### src/sv/yuyv_pkg.sv
// Shared types and fixed-point constants of the YUYV to BGR converter.
package yuyv_pkg;

   localparam int FRAC_BITS = 14;

   localparam int COEF_W = FRAC_BITS + 3;
   localparam int PROD_W = FRAC_BITS + 10;
   localparam int SUM_W  = FRAC_BITS + 12;

   localparam logic [7:0] LUMA_MIN   = 8'd16;
   localparam logic [7:0] LUMA_MAX   = 8'd235;
   localparam logic [7:0] CHROMA_MIN = 8'd16;
   localparam logic [7:0] CHROMA_MAX = 8'd240;
   localparam logic [7:0] CHROMA_MID = 8'd128;

   localparam longint K_LUMA_VAL = ((64'd255 << FRAC_BITS) + 64'd219 / 2) / 64'd219;
   localparam longint K_R_CR_VAL =
      ((64'd178054 << FRAC_BITS) + 64'd112000 / 2) / 64'd112000;
   localparam longint K_G_CB_VAL =
      ((64'd43688 << FRAC_BITS) + 64'd112000 / 2) / 64'd112000;
   localparam longint K_G_CR_VAL =
      ((64'd90678 << FRAC_BITS) + 64'd112000 / 2) / 64'd112000;
   localparam longint K_B_CB_VAL =
      ((64'd225044 << FRAC_BITS) + 64'd112000 / 2) / 64'd112000;

   localparam logic signed [COEF_W-1:0] K_LUMA = COEF_W'(K_LUMA_VAL);
   localparam logic signed [COEF_W-1:0] K_R_CR = COEF_W'(K_R_CR_VAL);
   localparam logic signed [COEF_W-1:0] K_G_CB = COEF_W'(K_G_CB_VAL);
   localparam logic signed [COEF_W-1:0] K_G_CR = COEF_W'(K_G_CR_VAL);
   localparam logic signed [COEF_W-1:0] K_B_CB = COEF_W'(K_B_CB_VAL);

   typedef struct packed {
      logic [7:0] luma_first;
      logic [7:0] chroma_blue;
      logic [7:0] luma_second;
      logic [7:0] chroma_red;
      logic       last_of_frame;
   } yuyv_req_type;

   typedef struct packed {
      logic [7:0] blue_first;
      logic [7:0] green_first;
      logic [7:0] red_first;
      logic [7:0] blue_second;
      logic [7:0] green_second;
      logic [7:0] red_second;
      logic       end_of_frame;
   } yuyv_rsp_type;

   typedef struct packed {
      logic mul;
      logic sum;
      logic out;
   } yuyv_adv_type;

   typedef struct packed {
      logic signed [PROD_W-1:0] red_cr;
      logic signed [PROD_W-1:0] green_cb;
      logic signed [PROD_W-1:0] green_cr;
      logic signed [PROD_W-1:0] blue_cb;
   } yuyv_chroma_type;

endpackage

### src/sv/yuyv_pixel.sv
// Luma scaling, channel sums and output clamping for one pixel.
module yuyv_pixel
   import yuyv_pkg::*;
(
   input  logic            clock,
   input  yuyv_adv_type    adv,
   input  logic [7:0]      luma_off,
   input  yuyv_chroma_type chroma,
   output logic [7:0]      blue,
   output logic [7:0]      green,
   output logic [7:0]      red
);

   logic signed [PROD_W-1:0] luma_scaled_ff, luma_scaled_in;
   logic signed [SUM_W-1:0]  blue_sum_ff, blue_sum_in;
   logic signed [SUM_W-1:0]  green_sum_ff, green_sum_in;
   logic signed [SUM_W-1:0]  red_sum_ff, red_sum_in;
   logic [7:0]               blue_ff, green_ff, red_ff;

   function automatic logic [7:0] to_channel(logic signed [SUM_W-1:0] v);
      logic [7:0] q;
      if (v[SUM_W-1]) begin
         q = 8'd0;
      end else if (|v[SUM_W-2:FRAC_BITS+8]) begin
         q = 8'd255;
      end else begin
         q = v[FRAC_BITS+7:FRAC_BITS];
      end
      return q;
   endfunction

   assign luma_scaled_in = PROD_W'($signed({1'b0, luma_off})) * PROD_W'(K_LUMA);

   assign red_sum_in   = SUM_W'(luma_scaled_ff) + SUM_W'(chroma.red_cr);
   assign green_sum_in = SUM_W'(luma_scaled_ff) - SUM_W'(chroma.green_cb)
                         - SUM_W'(chroma.green_cr);
   assign blue_sum_in  = SUM_W'(luma_scaled_ff) + SUM_W'(chroma.blue_cb);

   always_ff @(posedge clock) begin
      if (adv.mul) begin
         luma_scaled_ff <= luma_scaled_in;
      end
      if (adv.sum) begin
         blue_sum_ff  <= blue_sum_in;
         green_sum_ff <= green_sum_in;
         red_sum_ff   <= red_sum_in;
      end
      if (adv.out) begin
         blue_ff  <= to_channel(blue_sum_ff);
         green_ff <= to_channel(green_sum_ff);
         red_ff   <= to_channel(red_sum_ff);
      end
   end

   assign blue  = blue_ff;
   assign green = green_ff;
   assign red   = red_ff;

endmodule

### src/sv/yuyv_to_bgr_converter.sv
// Top level of the YUYV 4:2:2 to BGR converter, a four-stage pipeline.
//
//   Channel  Ports                                  Carries
//   request  req_valid, req_stall, req_payload      Y0, Cb, Y1, Cr and frame end
//   result   rsp_valid, rsp_stall, rsp_payload      two BGR pixels and frame end
//
// One macropixel enters per clock while req_stall is low; each request passes
// through the clamp, multiply, sum and saturate stages in that order.
// Reset clears only the stage valid bits; the data registers are not reset.
// Each stage holds while the stage after it is full and held, so a stall on
// the result side fills the empty stages before it reaches req_stall.
module yuyv_to_bgr_converter
   import yuyv_pkg::*;
(
   input  logic         clock,
   input  logic         reset,
   input  logic         req_valid,
   output logic         req_stall,
   input  yuyv_req_type req_payload,
   output logic         rsp_valid,
   input  logic         rsp_stall,
   output yuyv_rsp_type rsp_payload
);

   logic v1_ff, v2_ff, v3_ff, v4_ff;
   logic adv1, adv2, adv3, adv4;

   logic [7:0]        luma0_ff, luma1_ff;
   logic signed [7:0] cb_ff, cr_ff;
   logic              last1_ff, last2_ff, last3_ff, last4_ff;

   yuyv_chroma_type chroma_ff, chroma_in;
   yuyv_adv_type    adv;

   function automatic logic [7:0] luma_offset(logic [7:0] b);
      logic [7:0] r;
      priority if (b < LUMA_MIN) begin
         r = 8'd0;
      end else if (b > LUMA_MAX) begin
         r = LUMA_MAX - LUMA_MIN;
      end else begin
         r = b - LUMA_MIN;
      end
      return r;
   endfunction

   function automatic logic signed [7:0] chroma_offset(logic [7:0] b);
      logic [7:0] c;
      priority if (b < CHROMA_MIN) begin
         c = CHROMA_MIN;
      end else if (b > CHROMA_MAX) begin
         c = CHROMA_MAX;
      end else begin
         c = b;
      end
      return $signed(c - CHROMA_MID);
   endfunction

   assign adv4 = !v4_ff || !rsp_stall;
   assign adv3 = !v3_ff || adv4;
   assign adv2 = !v2_ff || adv3;
   assign adv1 = !v1_ff || adv2;
   assign req_stall = !adv1;

   assign adv.mul = adv2;
   assign adv.sum = adv3;
   assign adv.out = adv4;

   always_ff @(posedge clock) begin
      if (reset) begin
         v1_ff <= 1'b0;
         v2_ff <= 1'b0;
         v3_ff <= 1'b0;
         v4_ff <= 1'b0;
      end else begin
         if (adv1) v1_ff <= req_valid;
         if (adv2) v2_ff <= v1_ff;
         if (adv3) v3_ff <= v2_ff;
         if (adv4) v4_ff <= v3_ff;
      end
   end

   assign chroma_in.red_cr   = PROD_W'(cr_ff) * PROD_W'(K_R_CR);
   assign chroma_in.green_cb = PROD_W'(cb_ff) * PROD_W'(K_G_CB);
   assign chroma_in.green_cr = PROD_W'(cr_ff) * PROD_W'(K_G_CR);
   assign chroma_in.blue_cb  = PROD_W'(cb_ff) * PROD_W'(K_B_CB);

   always_ff @(posedge clock) begin
      if (adv1) begin
         luma0_ff <= luma_offset(req_payload.luma_first);
         luma1_ff <= luma_offset(req_payload.luma_second);
         cb_ff    <= chroma_offset(req_payload.chroma_blue);
         cr_ff    <= chroma_offset(req_payload.chroma_red);
         last1_ff <= req_payload.last_of_frame;
      end
      if (adv2) begin
         chroma_ff <= chroma_in;
         last2_ff  <= last1_ff;
      end
      if (adv3) begin
         last3_ff <= last2_ff;
      end
      if (adv4) begin
         last4_ff <= last3_ff;
      end
   end

   yuyv_pixel u_pixel_first (
      .clock    (clock),
      .adv      (adv),
      .luma_off (luma0_ff),
      .chroma   (chroma_ff),
      .blue     (rsp_payload.blue_first),
      .green    (rsp_payload.green_first),
      .red      (rsp_payload.red_first)
   );

   yuyv_pixel u_pixel_second (
      .clock    (clock),
      .adv      (adv),
      .luma_off (luma1_ff),
      .chroma   (chroma_ff),
      .blue     (rsp_payload.blue_second),
      .green    (rsp_payload.green_second),
      .red      (rsp_payload.red_second)
   );

   assign rsp_payload.end_of_frame = last4_ff;
   assign rsp_valid = v4_ff;

endmodule

### config.mk
export PLATFORM = sky130hd
export DESIGN_NAME = yuyv_to_bgr_converter
export DESIGN_NICKNAME = d
export VERILOG_FILES = /design/src/sv/yuyv_pkg.sv /design/src/sv/yuyv_pixel.sv /design/src/sv/yuyv_to_bgr_converter.sv
export SDC_FILE = /design/constraint.sdc
export NUM_CORES = 1
export LEC_CHECK = 0
export ABC_AREA = 0
export BUFFER_PORTS_ARGS = -buffer_cell sky130_fd_sc_hd__buf_2
export CAP_MARGIN = 20
export CORE_AREA = 2 2 310 159
export CTS_CLUSTER_SIZE = 20
export DETAILED_ROUTE_END_ITERATION = 8
export DIE_AREA = 0 0 312 161
export GPL_ROUTABILITY_DRIVEN = 1
export PLACE_DENSITY = 0.68
export SLEW_MARGIN = 20
export SYNTH_ARGS = -nofsm -noshare
export SYNTH_HDL_FRONTEND = slang
export SYNTH_HIERARCHICAL = 1
export SYNTH_SLANG_ARGS = --single-unit
### constraint.sdc
create_clock -name clock -period 7.5 [get_ports clock]
set_input_delay 2.25 -clock clock [delete_from_list [all_inputs] [get_ports clock]]
set_output_delay 2.25 -clock clock [all_outputs]
set_load 0.05 [all_outputs]
==> Flow_metrics.wiki, run 1 <==
{| class="wikitable"
! Metric !! Value
|-
| Result of the run || finished clean
|-
| DRC || 0
|-
| Hold_ws || about 420 ps
|-
| Static Leak || 13.55 nW
|-
| CP endpoint kind || primary output
|-
| Overall global routing resource usage || between 20% and 30%
|-
| Count of port buffers added during placement || 87
|-
| CTS tree || yes
|-
| Predominant post-synthesis flop cell || edfxtp_1
|-
| WP data arrival || 3330 ps
|-
| Final cycle utilization of the critical path || 74.42%
|-
| Relative area change from synthesis to final layout || 8.464%
|-
| Initial antenna violation count || 0
|-
| HPWL after DPL || 53910 um
|-
| Routability cong. || roughly 0.93
|-
| Placeable core area || about 0.048 sq mm
|-
| Syn nets || 3054
|-
| CTS H-Tree Depth || 1
|-
| Total congestion overflow after global routing || 0
|-
| Gate family responsible for the most delay along the worst path || simple AND/OR/NAND/NOR gates
|-
| Row cnt || 57
|-
| Worst Setup Slack, final || 1918 ps
|-
| Number of antenna repair diodes || 0
|-
| Final Core Density || 58.76%
|-
| Final hold violations || 0
|-
| Sum of negative setup slack || 0 ps
|-
| Number of flops mapped to enable cells by yosys || 289
|-
| Critical path fanouts, max || 5
|-
| RSZ-0062 raised after global routing || no
|-
| Die span in y || 161 um
|-
| Per-instance average area after synthesis || approximately 11 sq um
|-
| Final worst path period need || 5582 ps
|-
| Die area || 0.05023 sq mm
|-
| Critical Setup Path Class || in -> out
|-
| Worst hold path type || reg -> reg
|-
| Synth Warn # || 6
|-
| DRT antenna net count || 0
|-
| Ordered cell list for the critical path || buf_2, and3_1, nand3_2, inv_1, buf_2
|-
| Critical path launch point || rsp_stall
|-
| Total instance count after detailed placement || roughly 3.1k
|-
| Design Power || between 10 and 15 mW
|-
| FILL cells || roughly 4.1k
|-
| Io pins || 88
|-
| First-pass GRT wire length || 101500 um
|-
| Pre-CTS setup slack || 1937 ps
|-
| Total routed wirelength || approximately 66000 um
|-
| Overall via count from detail_route || around 18k
|-
| Number of pins exceeding their max-slew limit in the final report || 0
|-
| CP Launch Type || input pin
|-
| Critical register-to-register path startpoint || cr_ff[1]
|-
| Seq/Total Area, Yosys || 33.93%
|-
| Routed len/inst || 20.72 um
|-
| Dominant cell type by count on the critical path || buf_2
|-
| Instance count of the mapped netlist || 2394
|-
| Post-CTS resize count || 0
|-
| Maximum clock skew at final layout || 17.77 ps
|-
| CTS Buffer Depth || 3
|-
| Clock Pin Slew Worst Setup and Hold Paths || 70 ps
|-
| Number of global-route vias before repair || 18.00k
|-
| Count of buffers added by post-CTS timing repair for setup || 0
|-
| Chip Width || about 310 um
|-
| # clock sinks || 293
|-
| CP max stage delay || ~340 ps
|-
| Final Cell Area || approximately 0.028 sq mm
|-
| Max capacitance violation total || 0
|-
| Count of final setup violators || 0
|-
| Worst Min Path Start || last1_ff
|-
| Initial drt markers || roughly 1.7k
|-
| Post-cts hold buffer count || 0
|-
| Distinct cell type count after synthesis || 86
|-
| Number of detailed-routing iterations run before antenna repair || 6
|-
| Transition at the pin with the smallest max-transition slack || 905.4 ps
|-
| Summed instance area of the synthesized netlist || 0.02581 sq mm
|-
| Total buffers and inverters traversed by the critical path || 3
|-
| Number of vias per cell after detailed routing || 5.726
|-
| Largest net degree at the start of global routing || 70
|-
| Clock tree root buffer cell || clkbuf_16
|-
| Crit path required time || roughly 5300 ps
|-
| Highest attainable clock frequency || 179.2 MHz
|-
| Clock buffer count from CTS || 28
|-
| Share of async-settable or async-resettable flops after synthesis || 0%
|-
| Fraction of final layout cells sized beyond drive strength 1 || 7.163%
|-
| Pwr dens || 496.5 mW/mm^2
|-
| Synthesis-stage register bit count || 293
|-
| Latest clock arrival within the worst-skew pair || just under 600 ps
|-
| Max stage delay cell, worst path || and3_1
|-
| Starting utilization of the core area || 54.18%
|-
| Non-filler instance count after layout || 3162
|-
| Fin nets || 3155
|-
| Peak supply drop || around 0.30 mV
|-
| Placed Area || 0.02702 sq mm
|-
| Relative slew slack || 39.52%
|}
## layout make-up
cell class | count | area [sq um] | share of cell area [%]
clock buffer | 34 | 754.5 | 2.695
timing repair buffer | 92 | 473.0 | 1.689
inverter | 381 | 1430 | 5.109
tap | 649 | 812.0 | 2.901
sequential | 293 | 8758 | 31.29
clock inverter | 14 | 214.0 | 0.7643
multi-input combinational | 1699 | 15550 | 55.56
## layout by cell type, fill, tap and decap left out, drive strengths merged, types with 5 or more instances in the layout
cell and n:
ha 467, inv 383, edfxtp 289, nor2 191, fa 156, a21oi 121, buf 92, xnor2 87
nand2 76, o21ai 72, a21o 65, nand3 46, xor2 45, nor3 41, clkbuf 34, a211oi 26
and3 25, a31oi 25, nand2b 24, o21bai 21, nor2b 20, o21a 19, and2 18, or2 17
nand4 15, o211ai 13, a311oi 8, or3 7, nor4 6, and4 6, a2111oi 6, clkinv 6
o2111ai 5, bufinv 5, a221oi 5, a31o 5
## cell usage after synthesis (all sizes together) (41+ instances only)
master	n	area [sq um]
o21ai	72	364.1
a21oi	121	613.1
edfxtp	289	8678
ha	467	5843
a21o	65	489.2
inv	381	1430
nor2	191	716.9
nand3	46	230.2
xor2	45	394.1
nor3	41	205.2
nand2	76	285.3
xnor2	87	769.5
fa	156	3123
## cell families after synthesis
kind of cell | Yosys count | synth area share, %
simple gates | 509 | 9.555
compound gates | 433 | 11.30
buf+inv | 402 | 5.885
xor+xnor | 132 | 4.508
mux | 2 | 0.07757
fa+ha+maj | 623 | 34.74
flops | 293 | 33.93
## state kept, by name, indices dropped and copies added (netlist names), 11 cells and up
signal                         cells
chroma_ff                         91
u_pixel_first/luma_scaled_ff      23
u_pixel_second/luma_scaled_ff     23
u_pixel_first/green_sum_ff        12
u_pixel_second/green_sum_ff       12
u_pixel_first/blue_sum_ff         11
u_pixel_first/red_sum_ff          11
u_pixel_second/blue_sum_ff        11
u_pixel_second/red_sum_ff         11
## routing by layer
layer | track usage (%) | part of all wire, % | up-vias
met5 | 0.8523 | 0.090 | -
met3 | 6.484 | 9.2 | 82
met2 | 36.54 | 39 | 654
met1 | 41.31 | 50 | 8737
met4 | 5.004 | 1.9 | 2
li1 | - | - | 8631
## path summary, 6_finish.rpt
path	to	slack (ps)	cells past startpoint
max	req_stall	1920	5
min	last2_ff	420	0
max reg2reg	chroma_ff[94]	2120	17
min reg2reg	last2_ff	420	0
## worst reg2reg max path, delay by kind of cell, from the launching register on
family | cells | cell delay, ps
adders and majority gates | 6 | 2500
AOI/OAI and AO/OA | 6 | 1450
DFF | 1 | 580
buffers and inverters | 4 | 460
and+or+nand+nor | 1 | 130
## report_power, final
| part | total [mW] | internal, mW | switching (mW) |
|---|---|---|---|
| registers | 3.70 | 2.98 | 0.725 |
| logic | 8.64 | 3.53 | 5.11 |
| clock network | 1.56 | 0.888 | 0.672 |
No activity file was read; power rests on OpenSTA's default activity.
==> run 2, diff against run 1 <==
==> constraint.sdc (replaced) <==
create_clock -name clock -period 5.6 [get_ports clock]
set_input_delay 1.68 -clock clock [delete_from_list [all_inputs] [get_ports clock]]
set_output_delay 1.68 -clock clock [all_outputs]
set_load 0.05 [all_outputs]
==> run 2 against run 1 <==
  * Design area barely moved
  * Non-clock buffer count rose by 6
  * Die area did not move
  * Routed wire length rose by 0.36%
  * Critical endpoint is now chroma_ff[46]
  * Largest power group unchanged
  * Highest routed layer is now met4
==> Flow_metrics.wiki, run 2 (same netlist as run 1, synthesis figures left out) <==
{| class="wikitable"
! Metric !! Value
|-
| Number of detailed-routing iterations run before antenna repair || 6 (unchanged)
|-
| CTS Buffer Depth || 3 (unchanged)
|-
| Overall via count from detail_route || 18.15k (+0.22%)
|-
| Number of global-route vias before repair || 17.91k (-0.52%)
|-
| Count of buffers added by post-CTS timing repair for setup || 0 (unchanged)
|-
| Relative area change from synthesis to final layout || 8.479% (about the same)
|-
| Number of antenna repair diodes || 0 (unchanged)
|-
| CTS tree || yes
|-
| Initial drt markers || 1633 (-3.8%)
|-
| Fraction of final layout cells sized beyond drive strength 1 || 7.418% (+0.25 points)
|-
| Most common cell after layout, fill and taps aside || ha_1
|-
| Largest net degree at the start of global routing || 58 (-17%)
|-
| Starting utilization of the core area || 54.18% (unchanged)
|-
| Peak supply drop || 0.3488 mV (+18%)
|-
| DRC || 0 (unchanged)
|-
| Chip Width || 312 um (unchanged)
|-
| Initial antenna violation count || 0 (unchanged)
|-
| CTS H-Tree Depth || 1 (unchanged)
|-
| FILL cells || 3980 (-2.1%)
|-
| Total congestion overflow after global routing || 0 (unchanged)
|-
| CP endpoint kind || register
|-
| Crit path required time || 5910 ps (+660 ps)
|-
| Number of vias per cell after detailed routing || 5.724 (about the same)
|-
| Uppermost signal routing layer after detailed routing || met4
|-
| Hold-critical path depth || 0 (unchanged)
|-
| Flip-flop count of the largest register, all copies and words added || 91 (unchanged)
|-
| Number of pins exceeding their max-slew limit in the final report || 0 (unchanged)
|-
| Placeable core area || 0.04764 sq mm (unchanged)
|-
| Io pins || 88 (unchanged)
|-
| Biggest registers after layout || chroma_ff (91), u_pixel_first/luma_scaled_ff (23), u_pixel_second/luma_scaled_ff (23)
|-
| Post-cts hold buffer count || 0 (unchanged)
|-
| Maximum clock skew at final layout || 18.77 ps (+1.007 ps)
|-
| Clock Pin Slew Worst Setup and Hold Paths || 70 ps (about the same)
|-
| Routability cong. || 0.9480 (+1.4%)
|-
| Die area || 0.05023 sq mm (unchanged)
|-
| Depth of the worst register-to-register path || 14 (-3)
|-
| Transition at the pin with the smallest max-transition slack || 927.4 ps (+21.94 ps)
|-
| Sum of negative setup slack || 0 ps (unchanged)
|-
| HPWL after DPL || 54440 um (+0.99%)
|-
| Final hold violations || 0 (unchanged)
|-
| Count of port buffers added during placement || 87 (unchanged)
|-
| Critical path fanouts, max || 7 (+2)
|-
| Met1 WL || 32790 um (-0.39%)
|-
| Fin nets || 3162 (+0.22%)
|-
| Result of the run || finished clean
|-
| Final worst path period need || roughly 5000 ps
|-
| RSZ-0062 raised after global routing || no
|-
| Post-CTS resize count || 0 (unchanged)
|-
| Routed len/inst || 20.74 um (+0.10%)
|-
| Total routed wirelength || 65740 um (+0.36%)
|-
| Clock tree root buffer cell || clkbuf_16
|-
| CP Launch Type || register
|-
| Clock buffer count from CTS || 29 (+3.6%)
|-
| Max capacitance violation total || 0 (unchanged)
|-
| Latest clock arrival within the worst-skew pair || 590 ps (about the same)
|-
| Die span in y || 161 um (unchanged)
|-
| Final cycle utilization of the critical path || roughly 91%
|-
| Highest-count cells in the layout ignoring fill and taps || ha_1 (467), inv_1 (380), edfxtp_1 (289), nor2_1 (191), fa_1 (156)
|-
| Relative slew slack || 38.09% (-1.4 points)
|-
| Met3 wire length || 6281 um (+4.0%)
|-
| Overall global routing resource usage || 26.38% (+0.066 points)
|-
| Count of final setup violators || 0 (unchanged)
|-
| Highest attainable clock frequency || just under 200 MHz
|-
| Row cnt || 57 (unchanged)
|-
| Critical Setup Path Class || reg -> reg
|-
| First-pass GRT wire length || 101400 um (about the same)
|-
| WP data arrival || 5420 ps (+2090 ps)
|-
| Most flops, register || chroma_ff
|-
| Pwr dens || 663.7 mW/mm^2 (+34%)
|-
| DRT antenna net count || 0 (unchanged)
|-
| Amount of wire on met2 after detailed routing || 25400 um (+0.66%)
|-
| # clock sinks || 293 (unchanged)
|-
| Design Power || 18.58 mW (+34%)
|-
| Worst hold path type || reg -> reg
|-
| Static Leak || 13.55 nW (about the same)
|}
==> run 2: layout make-up <==
type / count / area, sq um / share of cell area [%]
clock buffers: 31 / 733.2 / 2.619
clock inverters: 19 / 181.4 / 0.6480
inverters: 381 / 1430 / 5.108
multi-input cells: 1699 / 15550 / 55.55
flip-flops and latches: 293 / 8758 / 31.28
well taps: 649 / 812.0 / 2.900
repair buffers: 98 / 530.5 / 1.895
==> run 2: metal layers <==
| layer | GRT usage [%] | vias up |
|---|---|---|
| li1 | - | 8637 |
| met1 | 41.16 | 8757 |
| met2 | 36.79 | 669 |
| met3 | 6.870 | 83 |
| met4 | 4.961 | 0 |
| met5 | 0 | - |
==> run 2: worst paths after layout <==
| kind | from | end | slack, ps |
|---|---|---|---|
| worst min-delay path | last1_ff | last2_ff | 420 |
| worst min register to register | last1_ff | last2_ff | 420 |
| worst max-delay path | cr_ff[4] | chroma_ff[46] | 490 |
| worst max register to register | cr_ff[4] | chroma_ff[46] | 490 |
==> run 2: power breakdown <==
group	total [mW]	switching, mW	internal [mW]
Combinational	11.7	6.94	4.74
Sequential	4.93	0.944	3.99
Clock	1.97	0.888	1.08
Total	18.6	8.78	9.81
==> run 2: worst max-delay path: stages (launching register included) <==
cell and delay (ps):
edfxtp_1 560, fa_1 770, fa_1 550, fa_1 580, inv_1 70, fa_1 550
inv_1 50, ha_1 330, o21ai_0 110, o21bai_1 120, o311ai_1 360, o21ai_0 230
a41oi_1 310, a211oi_1 120, xor2_1 140
==> run 2: metrics by stage <==
stage	utilization (%)	setup slack [ps]	area, sq um	hold slack, ps	std cells
3_3_place_gp	56.84	664.4	27080	400.9	3120
4_1_cts	58.76	577.0	27990	420.8	3170
3_5_place_dp	56.84	613.7	27080	405.2	3120
2_1_floorplan	-	242.1	25810	400.3	2394
6_report	58.77	493.5	28000	419.2	3170
5_1_grt	58.77	208.5	28000	427.4	3170
